===== config.mk =====
export PLATFORM = sky130hd
export DESIGN_NAME = priority_ready_queue_scheduler_top
export DESIGN_NICKNAME = d
export VERILOG_FILES = /design/src/sv/prq_pkg.sv /design/src/sv/prq_link_ram.sv /design/src/sv/priority_ready_queue_scheduler_top.sv
export SDC_FILE = /design/constraint.sdc
export NUM_CORES = 1
export LEC_CHECK = 0
export BUFFER_PORTS_ARGS = -buffer_cell sky130_fd_sc_hd__buf_4
export CORE_AREA = 3 3 196 179
export CTS_CLUSTER_DIAMETER = 30
export DETAILED_ROUTE_END_ITERATION = 8
export DIE_AREA = 0 0 199 182
export GPL_ROUTABILITY_DRIVEN = 0
export MAX_ROUTING_LAYER = met4
export PLACE_DENSITY = 0.56
export SLEW_MARGIN = 20
export SYNTH_ARGS = -nofsm -noshare
export SYNTH_HDL_FRONTEND = slang
export SYNTH_SLANG_ARGS = --single-unit

===== constraint.sdc =====
create_clock -name clk -period 6.4 [get_ports clk]
set_clock_uncertainty 0.2 [all_clocks]
set_input_delay 0.64 -clock clk [delete_from_list [all_inputs] [get_ports clk]]
set_output_delay 0.64 -clock clk [all_outputs]
set_load 0.01 [all_outputs]

===== src/sv/prq_pkg.sv =====
`timescale 1ns / 1ps
// ----------------------------------------------------------------------------
// prq_pkg : ready-queue scheduler shared definitions
// Sizes, field widths, operation and status codes.
// ----------------------------------------------------------------------------
package prq_pkg;

	localparam int LEVELS   = 8;
	localparam int THREADS  = 16;
	localparam int THREAD_W = 4;
	localparam int LEVEL_W  = 3;

	typedef logic [THREAD_W-1:0] tid_t;
	typedef logic [LEVEL_W-1:0]  lvl_t;

	typedef enum logic [1:0] {
		FN_PUSH   = 2'd0,
		FN_SCHED  = 2'd1,
		FN_REMOVE = 2'd2,
		FN_NOP    = 2'd3
	} func_t;

	typedef enum logic [1:0] {
		ST_OK         = 2'd0,
		ST_EMPTY      = 2'd1,
		ST_NOT_QUEUED = 2'd2,
		ST_ALREADY    = 2'd3
	} status_t;

	// one write port and one registered read port of a link memory
	typedef struct packed {
		logic we;
		tid_t waddr;
		tid_t wdata;
		tid_t raddr;
	} link_req_t;

endpackage


===== src/sv/prq_link_ram.sv =====
`timescale 1ns / 1ps
// ----------------------------------------------------------------------------
// prq_link_ram : thread link memory
// One entry per thread, one write and one registered read per cycle.
// ----------------------------------------------------------------------------
module prq_link_ram (
	input  logic               clk,
	input  prq_pkg::link_req_t req,
	output prq_pkg::tid_t      rdata
);
	import prq_pkg::*;

	tid_t mem [THREADS];

	always_ff @(posedge clk) begin
		if (req.we) begin
			mem[req.waddr] <= req.wdata;
		end
		rdata <= mem[req.raddr];
	end

endmodule


===== src/sv/priority_ready_queue_scheduler_top.sv =====
`timescale 1ns / 1ps
// ----------------------------------------------------------------------------
// priority_ready_queue_scheduler_top : multilevel priority ready queue
// Per-level FIFOs of thread ids kept as doubly linked lists in link memories.
// ----------------------------------------------------------------------------
//
//  channel | handshake          | payload
//  --------+--------------------+--------------------------------------
//  in      | in_valid/in_stall  | func, thread_id, priority_req
//  out     | out_valid/out_stall| thread_out, status
//
//  Push, errors and the no-op code step through decide and result;
//  schedule and remove step through decide, link memory read, relink, result.
//  The link memory read/write ports are the shared resource the sequencer
//  steps through; one operation is in flight at a time.
//  After reset every level is empty and no thread is queued; no sweep needed.
//  A new item is taken while the previous result still waits on out_stall;
//  the finished result then waits in the done state until the output frees.
// ----------------------------------------------------------------------------
module priority_ready_queue_scheduler_top (
	input  logic            clk,
	input  logic            arst_n,
	input  logic            in_valid,
	output logic            in_stall,
	input  logic [1:0]      func,
	input  prq_pkg::tid_t   thread_id,
	input  prq_pkg::lvl_t   priority_req,
	output logic            out_valid,
	input  logic            out_stall,
	output prq_pkg::tid_t   thread_out,
	output logic [1:0]      status
);
	import prq_pkg::*;

	typedef enum logic [4:0] {
		S_IDLE = 5'b00001,
		S_EXEC = 5'b00010,
		S_RD   = 5'b00100,
		S_LINK = 5'b01000,
		S_DONE = 5'b10000
	} state_t;

	state_t  state_q;

	// operation being worked on
	func_t   func_q;
	tid_t    tid_q;
	lvl_t    lvl_q;    // level being unlinked from / pushed to
	tid_t    tgt_q;    // thread being unlinked
	tid_t    res_tid_q;
	status_t res_st_q;

	// per-level and per-thread bookkeeping
	logic [LEVELS-1:0]  nonempty_q;
	tid_t               head_q [LEVELS];
	tid_t               tail_q [LEVELS];
	logic [THREADS-1:0] qflag_q;
	lvl_t               qlevel_q [THREADS];

	// output register
	logic    out_valid_q;
	tid_t    out_tid_q;
	status_t out_st_q;

	link_req_t nx_req, pv_req;
	tid_t      nx_rd, pv_rd;

	logic req_ok;
	logic out_free;
	logic push_ok, push_link;
	logic args_bad, rem_ok;
	logic any_ready;
	lvl_t top_lvl;

	assign req_ok   = in_valid && !in_stall;
	assign in_stall = (state_q != S_IDLE);
	assign out_free = !out_valid_q || !out_stall;

	assign out_valid  = out_valid_q;
	assign thread_out = out_tid_q;
	assign status     = out_st_q;

	// range checks; these only bite when the sizes are below the field range
	assign args_bad  = (32'(lvl_q) >= LEVELS) || (32'(tid_q) >= THREADS);
	assign push_ok   = !args_bad && !qflag_q[tid_q];
	assign push_link = push_ok && nonempty_q[lvl_q];
	assign rem_ok    = !args_bad && qflag_q[tid_q] && (qlevel_q[tid_q] == lvl_q);

	// highest-priority non-empty level (index 0 first)
	always_comb begin
		any_ready = 1'b0;
		top_lvl   = '0;
		for (int i = LEVELS - 1; i >= 0; i--) begin
			if (nonempty_q[i]) begin
				any_ready = 1'b1;
				top_lvl   = LEVEL_W'(i);
			end
		end
	end

	// link memory control: push appends in EXEC, unlink relinks in LINK
	always_comb begin
		nx_req.raddr = tgt_q;
		pv_req.raddr = tgt_q;
		if (state_q == S_EXEC) begin
			nx_req.we    = (func_q == FN_PUSH) && push_link;
			nx_req.waddr = tail_q[lvl_q];
			nx_req.wdata = tid_q;
			pv_req.we    = (func_q == FN_PUSH) && push_link;
			pv_req.waddr = tid_q;
			pv_req.wdata = tail_q[lvl_q];
		end else begin
			// next[prev] = next, prev[next] = prev, unless at the ends
			nx_req.we    = (state_q == S_LINK) && (head_q[lvl_q] != tgt_q);
			nx_req.waddr = pv_rd;
			nx_req.wdata = nx_rd;
			pv_req.we    = (state_q == S_LINK) && (tail_q[lvl_q] != tgt_q);
			pv_req.waddr = nx_rd;
			pv_req.wdata = pv_rd;
		end
	end

	prq_link_ram u_next (
		.clk   (clk),
		.req   (nx_req),
		.rdata (nx_rd)
	);

	prq_link_ram u_prev (
		.clk   (clk),
		.req   (pv_req),
		.rdata (pv_rd)
	);

	// sequencer and control state
	always_ff @(posedge clk or negedge arst_n) begin
		if (!arst_n) begin
			state_q     <= S_IDLE;
			out_valid_q <= 1'b0;
			nonempty_q  <= '0;
			qflag_q     <= '0;
		end else begin
			// load a finished result, or drop the one just taken
			if (state_q == S_DONE && out_free) begin
				out_valid_q <= 1'b1;
			end else if (!out_stall) begin
				out_valid_q <= 1'b0;
			end
			unique case (state_q)
				S_IDLE: begin
					if (req_ok) begin
						state_q <= S_EXEC;
					end
				end
				S_EXEC: begin
					unique case (func_q)
						FN_PUSH: begin
							if (push_ok) begin
								nonempty_q[lvl_q] <= 1'b1;
								qflag_q[tid_q]    <= 1'b1;
							end
							state_q <= S_DONE;
						end
						FN_SCHED:  state_q <= any_ready ? S_RD : S_DONE;
						FN_REMOVE: state_q <= rem_ok ? S_RD : S_DONE;
						default:   state_q <= S_DONE;
					endcase
				end
				S_RD: begin
					state_q <= S_LINK;
				end
				S_LINK: begin
					// sole member of its level: level goes empty
					if (head_q[lvl_q] == tgt_q && tail_q[lvl_q] == tgt_q) begin
						nonempty_q[lvl_q] <= 1'b0;
					end
					qflag_q[tgt_q] <= 1'b0;
					state_q        <= S_DONE;
				end
				S_DONE: begin
					if (out_free) begin
						state_q <= S_IDLE;
					end
				end
				default: state_q <= S_IDLE;
			endcase
		end
	end

	// payload registers
	always_ff @(posedge clk) begin
		unique case (state_q)
			S_IDLE: begin
				if (req_ok) begin
					func_q <= func_t'(func);
					tid_q  <= thread_id;
					lvl_q  <= priority_req;
				end
			end
			S_EXEC: begin
				unique case (func_q)
					FN_PUSH: begin
						if (push_ok) begin
							if (!nonempty_q[lvl_q]) begin
								head_q[lvl_q] <= tid_q;
							end
							tail_q[lvl_q]   <= tid_q;
							qlevel_q[tid_q] <= lvl_q;
							res_tid_q       <= tid_q;
							res_st_q        <= ST_OK;
						end else begin
							res_tid_q <= '0;
							res_st_q  <= args_bad ? ST_NOT_QUEUED : ST_ALREADY;
						end
					end
					FN_SCHED: begin
						lvl_q     <= top_lvl;
						tgt_q     <= head_q[top_lvl];
						res_tid_q <= any_ready ? head_q[top_lvl] : '0;
						res_st_q  <= any_ready ? ST_OK : ST_EMPTY;
					end
					FN_REMOVE: begin
						tgt_q     <= tid_q;
						res_tid_q <= rem_ok ? tid_q : '0;
						res_st_q  <= rem_ok ? ST_OK : ST_NOT_QUEUED;
					end
					default: begin
						res_tid_q <= '0;
						res_st_q  <= ST_OK;
					end
				endcase
			end
			S_LINK: begin
				if (head_q[lvl_q] == tgt_q) begin
					head_q[lvl_q] <= nx_rd;
				end
				if (tail_q[lvl_q] == tgt_q) begin
					tail_q[lvl_q] <= pv_rd;
				end
			end
			S_DONE: begin
				if (out_free) begin
					out_tid_q <= res_tid_q;
					out_st_q  <= res_st_q;
				end
			end
			default: ;
		endcase
	end

endmodule


==> summary.txt, run 1 <==
Run status
  – Outcome: finished clean

Yosys
  – Cells after Synth: a little over 800
  – Ys flop type: edfxtp_1
  – Mapped Area: 0.0133 sq mm
  – Synthesis Warnings: 0
  – Post-synth top cells: edfxtp_1, mux4_2, nor2_1, o21ai_0, nand2_1
  – Most common cell in the netlist: edfxtp_1
  – Asr flop ratio synth: between 9 and 10%
  – Synthesis-stage register bit count: 310
  – Yosys top cell by area: edfxtp_1
  – Top-area cell type share of the netlist area: between 50% and 60%
  – Syn avg cell area: 16.1 sq um
  – Synth area leaders: edfxtp_1, mux4_2, dfrtp_1, mux2i_1, dfxtp_1
  – EDFF count, synth: 265
  – Share of the yosys chip area belonging to registers: 67.9%
  – Synth unique cells: 58
  – Syn_nets: 842

Route
  – DRT iter0 DRCs: slightly below 600
  – Detailed-route DRC error count: 0
  – DRT Pass-1 Iters: 5
  – Via-to-Cell Ratio: 5.65
  – Antenna-violating nets left: 0
  – Routed Wire Length: 30700 microns
  – Wirelength per Cell: 22.9 microns
  – Vias: 7577

Place
  – Placed Cells: 1236
  – Port bufs: 20
  – Final HPWL DP: roughly 20000 microns

Clocking
  – Skew-Pair Late Insertion Delay: 560 ps
  – TritonCTS buffer count: 56
  – Clock Path Buffers: 3
  – Root Buffer: clkbuf_16
  – # Post-CTS Setup Buffers: 0
  – H-Tree Depth: 2
  – Clock-pin slew on the worst setup and hold paths: 50 ps
  – CTS tree: built
  – # clock sinks: 310

Cells and area
  – Syn-to-layout area delta: 19.4%
  – Ant diodes: 0
  – Cell Count, Final, Fillers Out: 1342
  – Fraction of layout cells with a size suffix above 1: between 20% and 30%
  – Nets: 890
  – Fill count: approximately 2800

Power and ir drop
  – Reg power frac: 36.8%
  – Clk pwr share: just over 40%
  – Sw frac: 29.1%
  – Cell Int Power: 5230 uW
  – Leakage power: around 0.0054 uW
  – Pwr dens: roughly 470 mW/mm^2
  – Logic pwr share: 21.8%
  – Switch Pwr: ~2100 uW
  – Worst-case vdd ir drop: 257 uV

Setup path
  – R2R Path End: head_q[2][2]$_DFFE_PP_
  – Critical Path RT: 6380 ps
  – CP Class: reg -> reg
  – Crit-path max FO: 18
  – FF-to-FF path depth: 6
  – R2r setup slk: approximately 2200 ps
  – Worst setup SP type: flop
  – Data arrival time of the critical path: between 4000 and 5000 ps
  – CP endpoint kind: flop

STA
  – Least-Margin Pin Slew: 1160 ps
  – Fin crit share: 66.0%
  – RSZ-0062 raised after global routing: no
  – Fin. Hold Viols: 0
  – Endpoints failing setup: 0
  – Max-slew headroom: between 20% and 30%
  – Maximum clock rate: around 240 MHz
  – Setup TNS: 0 ps
  – Minimum clock period: 4220 ps
  – Final max-slew violation count: 0
  – WHS: 56.5 ps

Min path
  – HP Class: in -> reg
  – Endpoint, Worst Hold: func_q[0]$_DFFE_PP_
  – Worst Hold Launch: func[0]
  – Hold Path Stages: 1

Global route
  – Largest net degree at the start of global routing: 39
  – Gr ovfl total: 0
  – First-pass GRT wire length: 47100 microns
  – Vias in the first global route: between 7000 and 8000
  – Overall global routing resource usage: 17.7%
  – Initial antenna violation count: 0

Die
  – DIE HEIGHT: approximately 180 microns
  – Core area: 0.0330 sq mm
  – I/O pins: 21
  – Site row count: 63
  – DIE AREA: 0.0362 sq mm
  – Width of the die: 199 microns
  – Starting Density: between 40% and 50%

Run
  – Total of max-cap violations: 0
flip-flops by register name, indices dropped and copies added (netlist names), 5 cells and up, named ones only:
name	flops
head_q	32
u_prev.mem	64
state_q	5
qflag_q	16
qlevel_q	48
u_next.mem	64
tail_q	32
through the flow:
stage	setup slack [ps]	power (uW)	util (%)	cell area (sq um)
6_report	2180	7370	48.0	15800
5_1_grt	1870	7700	48.0	15800
4_1_cts	2220	7440	48.0	15800
3_5_place_dp	2280	4370	41.9	13800
3_3_place_gp	2330	4360	41.9	13800
2_1_floorplan	3210	3840	-	13300
repair_timing:
| item | in CTS | in global routing |
|---|---|---|
| hold buffers | 1 | 0 |
| endpoints found under the hold margin | 29 | 0 |
| resized for setup | 0 | 0 |
layout by cell type, fill, tap and decap left out, types with 5 or more instances in the layout:
master        n
nand3_1      24
clkbuf_1     12
a31oi_1      13
clkinv_1      5
o21ai_0      46
nor2b_1       5
clkbuf_16    58
nand2_1      45
nand4_1       5
edfxtp_1    265
clkinv_2      6
mux4_1        6
and2_1        6
dfrtp_1      29
nand2b_1      9
dfxtp_1      15
a21oi_1      20
a211oi_1     17
a22oi_1       5
mux2i_1      33
buf_4        31
mux2_2       12
inv_1        18
clkinvlp_4    5
or2_2         6
mux4_2       66
bufinv_16    10
nor3_1       23
nor2_1       54
layout make-up:
class | count | area (sq um) | area share [%]
clock inverters | 33 | 455 | 2.88
repair buffers | 32 | 243 | 1.53
flip-flops and latches | 310 | 9010 | 56.9
well taps | 422 | 528 | 3.33
clock buffers | 72 | 1520 | 9.62
multi-input cells | 455 | 4010 | 25.3
inverters | 18 | 67.6 | 0.427
power groups by stage:
stage | registers (uW) | logic [uW] | clock network, uW
floorplan | 2630 | 1220 | 0
global placement | 2750 | 1610 | 0
detailed placement | 2750 | 1620 | 0
CTS | 2720 | 1630 | 3100
global route | 2740 | 1750 | 3210
finish | 2710 | 1610 | 3050
critical path: stages (launching register included):
cell and delay (ps):
dfxtp_1 980, mux4_2 600, mux2i_1 240, xor2_1 220, nand4_1 340, nor2_1 770
o21ai_0 480
layer usage:
metal  track usage [%]  routed length [microns]  up-vias
met1              24.4                    13700     3876
li1                  -                        -     3396
met2              27.4                    14600      252
met5                 -                        0        -
met3              3.27                     1780       53
met4              4.41                      582        0
worst max path at each step:
stage | start | endpoint | slack [ps] | cells after the start
6_report | flop | head_q[2][2]$_DFFE_PP_ | 2180 | 6
5_1_grt | flop | head_q[2][2]$_DFFE_PP_ | 1870 | 6
4_1_cts | tid_q[0]$_DFFE_PP_ | u_next.mem[14][2]$_DFFE_PP_ | 2220 | 6
3_5_place_dp | tid_q[0]$_DFFE_PP_ | u_next.mem[1][2]$_DFFE_PP_ | 2280 | 6
3_3_place_gp | flop | head_q[2][2]$_DFFE_PP_ | 2330 | 6
2_1_floorplan | flop | u_next.mem[13][0]$_DFFE_PP_ | 3210 | 7
logic make-up after synthesis:
family	after synthesis	share of synthesized area [%]
compound gates	125	5.80
xor+xnor	9	0.707
mux	117	15.9
flops	310	67.9
buf+inv	60	1.89
fa+ha+maj	4	0.377
simple gates	200	7.40
(Power assumes the default switching activity.)
==> run 2, diff against run 1 <==
Settings changed: ABC_AREA from default to 1, CORE_AREA 3 3 196 179 to 3 3 200 182, DIE_AREA 0 0 199 182 to 0 0 203 185, PLACE_DENSITY 0.56 to 0.57.
Clock period 6.4 ns to 3.7 ns, I/O delays scaled along.
==> run 2 against run 1 <==
  * Cell count increased by 40%
  * Via count up 31%
  * Critical path depth up 6
  * Power up 84%
  * Hold slack better by 2.3 ps
  * Global-route usage up 1.9 points
  * Routed wire length up 16%
  * Sequential power rose by 67%
  * Core utilization grew 0.49 points
==> summary.txt, run 2 <==
Cells and area
  – Biggest regs: u_next.mem x64, u_prev.mem x64, qlevel_q x48
  – Most frequent cells in the layout: nand2_1, edfxtp_1, nor2_1, nand3_1, inv_1
  – Nets: 1384 (+56%)
  – Fraction of layout cells with a size suffix above 1: 13.6% (-9.5 points)
  – Most common cell after layout, fill and taps aside: nand2_1
  – Finished Core Util: 48.4% (+0.49 points)
  – Syn-to-layout area delta: 20.8%
  – Ant diodes: 0 (unchanged)
  – Cell Count, Final, Fillers Out: 1879 (+40%)

Yosys
  – Synth area leaders: edfxtp_1, nand2_1, dfrtp_1, nand3_1, nor2_1
  – Synth unique cells: 41 (-29%)
  – Ys flop type: edfxtp_1
  – Cells after Synth: 1295 (+57%)
  – Post-synth top cells: nand2_1, edfxtp_1, nor2_1, nand3_1, inv_1
  – Share of the yosys chip area belonging to registers: 65.7% (-2.2 points)
  – Synthesis Warnings: 0 (unchanged)
  – Synthesis-stage register bit count: 310 (unchanged)
  – Mapped Area: 0.0137 sq mm (+3.4%)
  – Syn avg cell area: 10.6 sq um (-34%)
  – Most common cell in the netlist: nand2_1
  – Syn_nets: 1312 (+56%)
  – Asr flop ratio synth: 9.68% (unchanged)
  – Yosys top cell by area: edfxtp_1
  – Top-area cell type share of the netlist area: 58.0% (-2.0 points)
  – EDFF count, synth: 265 (unchanged)

Power and ir drop
  – Worst-case vdd ir drop: 528 uV (+110%)
  – Total Power: 13600 uW (+84%)
  – Pwr dens: 820 mW/mm^2 (+76%)
  – Leakage power: 0.00643 uW (+20%)

Clocking
  – # clock sinks: 310 (unchanged)
  – Clock Path Buffers: 3 (unchanged)
  – CTS tree: built
  – Clock-pin slew on the worst setup and hold paths: 60 ps (about the same)
  – H-Tree Depth: 2 (unchanged)
  – Root Buffer: clkbuf_16
  – Skew-Pair Late Insertion Delay: 590 ps (+30 ps)
  – # Post-CTS Setup Buffers: 0 (unchanged)
  – TritonCTS buffer count: 59 (+5.4%)
  – CTS resizes: 0 (unchanged)

Route
  – DRT iter0 DRCs: 1027 (+73%)
  – DRT met1 WL: 16800 microns (+23%)
  – Detailed-route DRC error count: 0 (unchanged)
  – Wirelength per Cell: 18.9 microns (-17%)
  – Routed length on met3: 2280 microns (+28%)
  – Vias: 9920 (+31%)
  – Routed Wire Length: 35400 microns (+16%)
  – Met2 wire len: 15700 microns (+7.5%)
  – Top sig layer: met4
  – DRT Pass-1 Iters: 5 (unchanged)
  – Antenna-violating nets left: 0 (unchanged)
  – Via-to-Cell Ratio: 5.28 (-6.5%)

STA
  – Fin. Hold Viols: 0 (unchanged)
  – Final max-slew violation count: 0 (unchanged)
  – Setup TNS: 0 ps (unchanged)
  – Minimum clock period: 3310 ps (-910 ps)
  – Least-Margin Pin Slew: 1080 ps (-78.9 ps)
  – Final setup margin: 388 ps (-1790 ps)
  – Endpoints failing setup: 0 (unchanged)
  – Fin crit share: 89.5% (+24 points)
  – RSZ-0062 raised after global routing: no
  – Max-slew headroom: 27.8% (+5.3 points)
  – Maximum clock rate: 302 MHz (+27%)

Place
  – Port bufs: 20 (unchanged)
  – Pre-CTS setup slack: 431 ps (-1850 ps)
  – Final HPWL DP: 23300 microns (+17%)
  – Placed Cells: 1756 (+42%)

Setup path
  – Crit path to: u_prev.mem[2][2]$_DFFE_PP_
  – Crit-path cells: nor2_4 > nand2_1 > o21ai_0 > o21ai_1 > nand2_1 > nor2_4 > nand3_4 > clkinv_4 > nand3_4 > nand2_4 > nand3_2 > nor2_1
  – CP max stage delay: 710 ps (-270 ps)
  – Critical Path RT: 3740 ps (-2640 ps)
  – CP endpoint kind: flop
  – R2r setup slk: 390 ps (-1790 ps)
  – Crit path from: tid_q[0]$_DFFE_PP_
  – Data arrival time of the critical path: 3350 ps (-850 ps)
  – CP Class: reg -> reg
  – Worst setup SP type: flop
  – Crit-path max FO: 19 (+1)
  – R2R Path End: u_prev.mem[2][2]$_DFFE_PP_
  – Worst r2r src: tid_q[0]$_DFFE_PP_
  – FF-to-FF path depth: 12 (+6)
  – Crit-path slowest cell: edfxtp_1

Die
  – DIE HEIGHT: 185 microns (+1.6%)
  – Site row count: 64 (+1.6%)
  – DIE AREA: 0.0376 sq mm (+3.7%)
  – Starting Density: 40.1% (-0.047 points)
  – Core area: 0.0342 sq mm (+3.5%)
  – I/O pins: 21 (unchanged)
  – Width of the die: 203 microns (+2.0%)

Run status
  – Outcome: finished clean

Global route
  – Largest net degree at the start of global routing: 37 (-5.1%)
  – First-pass GRT wire length: 55500 microns (+18%)
  – Gr ovfl total: 0 (unchanged)
  – Overall global routing resource usage: 19.6% (+1.9 points)
  – Initial antenna violation count: 0 (unchanged)
  – Vias in the first global route: 9644 (+24%)

Min path
  – HP Class: in -> async

Run
  – Total of max-cap violations: 0 (unchanged)
[run 2: layout make-up]
type | instances | area, sq um
Fill cell | 3144 | 17600
Sequential cell | 310 | 9010
Multi-Input combinational cell | 827 | 4060
Clock buffer | 65 | 1500
Tap cell | 462 | 578
Clock inverter | 46 | 517
Timing Repair Buffer | 61 | 488
Inverter | 108 | 415
[run 2: routing by layer]
layer / up-vias / track usage (%)
met3: 55 / 3.32
met4: 0 / 5.99
met2: 370 / 28.9
li1: 4704 / -
met1: 4791 / 27.9
met5: - / -
[run 2: how the worst min path moves through the flow]
stage | end | start | slack, ps | cells after the start
floorplan | asynchronous set/reset pin | arst_n | -130 | 0
global placement | out_valid$_DFFE_PN0P_ | arst_n | 140 | 1
detailed placement | out_valid$_DFFE_PN0P_ | arst_n | 140 | 1
CTS | out_valid$_DFFE_PN0P_ | arst_n | 60 | 2
global route | state_q[1]$_DFFE_PN0P_ | arst_n | 80 | 2
finish | out_valid$_DFFE_PN0P_ | arst_n | 60 | 2
[run 2: cell families after synthesis]
family | synth area share [%]
buffers and inverters | 4.79
and+or+nand+nor | 19.7
DFF | 65.7
AOI/OAI and AO/OA | 9.37
adders and majority gates | 0.365
xor gates and xnor gates | 0.0639
[run 2: where the power goes]
| part | switching, uW | internal, uW |
|---|---|---|
| logic | 2710 | 1040 |
| clock network | 1910 | 3400 |
| registers | 200 | 4320 |
[run 2: worst max-delay path, delay by kind of cell, from the launching register on]
| family | cells | cell delay [ps] |
|---|---|---|
| and+or+nand+nor | 9 | 1560 |
| DFF | 1 | 710 |
| AOI/OAI and AO/OA | 2 | 280 |
| buffers and inverters | 1 | 190 |
[run 2: per-stage QoR]
stage | instance area (sq um) | hold slack, ps
final | 16600 | 58.8
after global routing | 16600 | 81.3
after CTS | 16600 | 56.7
after detailed placement | 14400 | 139
after global placement | 14400 | 142
after floorplan | 13700 | -126
[run 2: repair_timing]
item,4_1_cts,5_1_grt
setup endpoints to repair,0,0
endpoints found under the hold margin,49,0
hold buffers,12,0
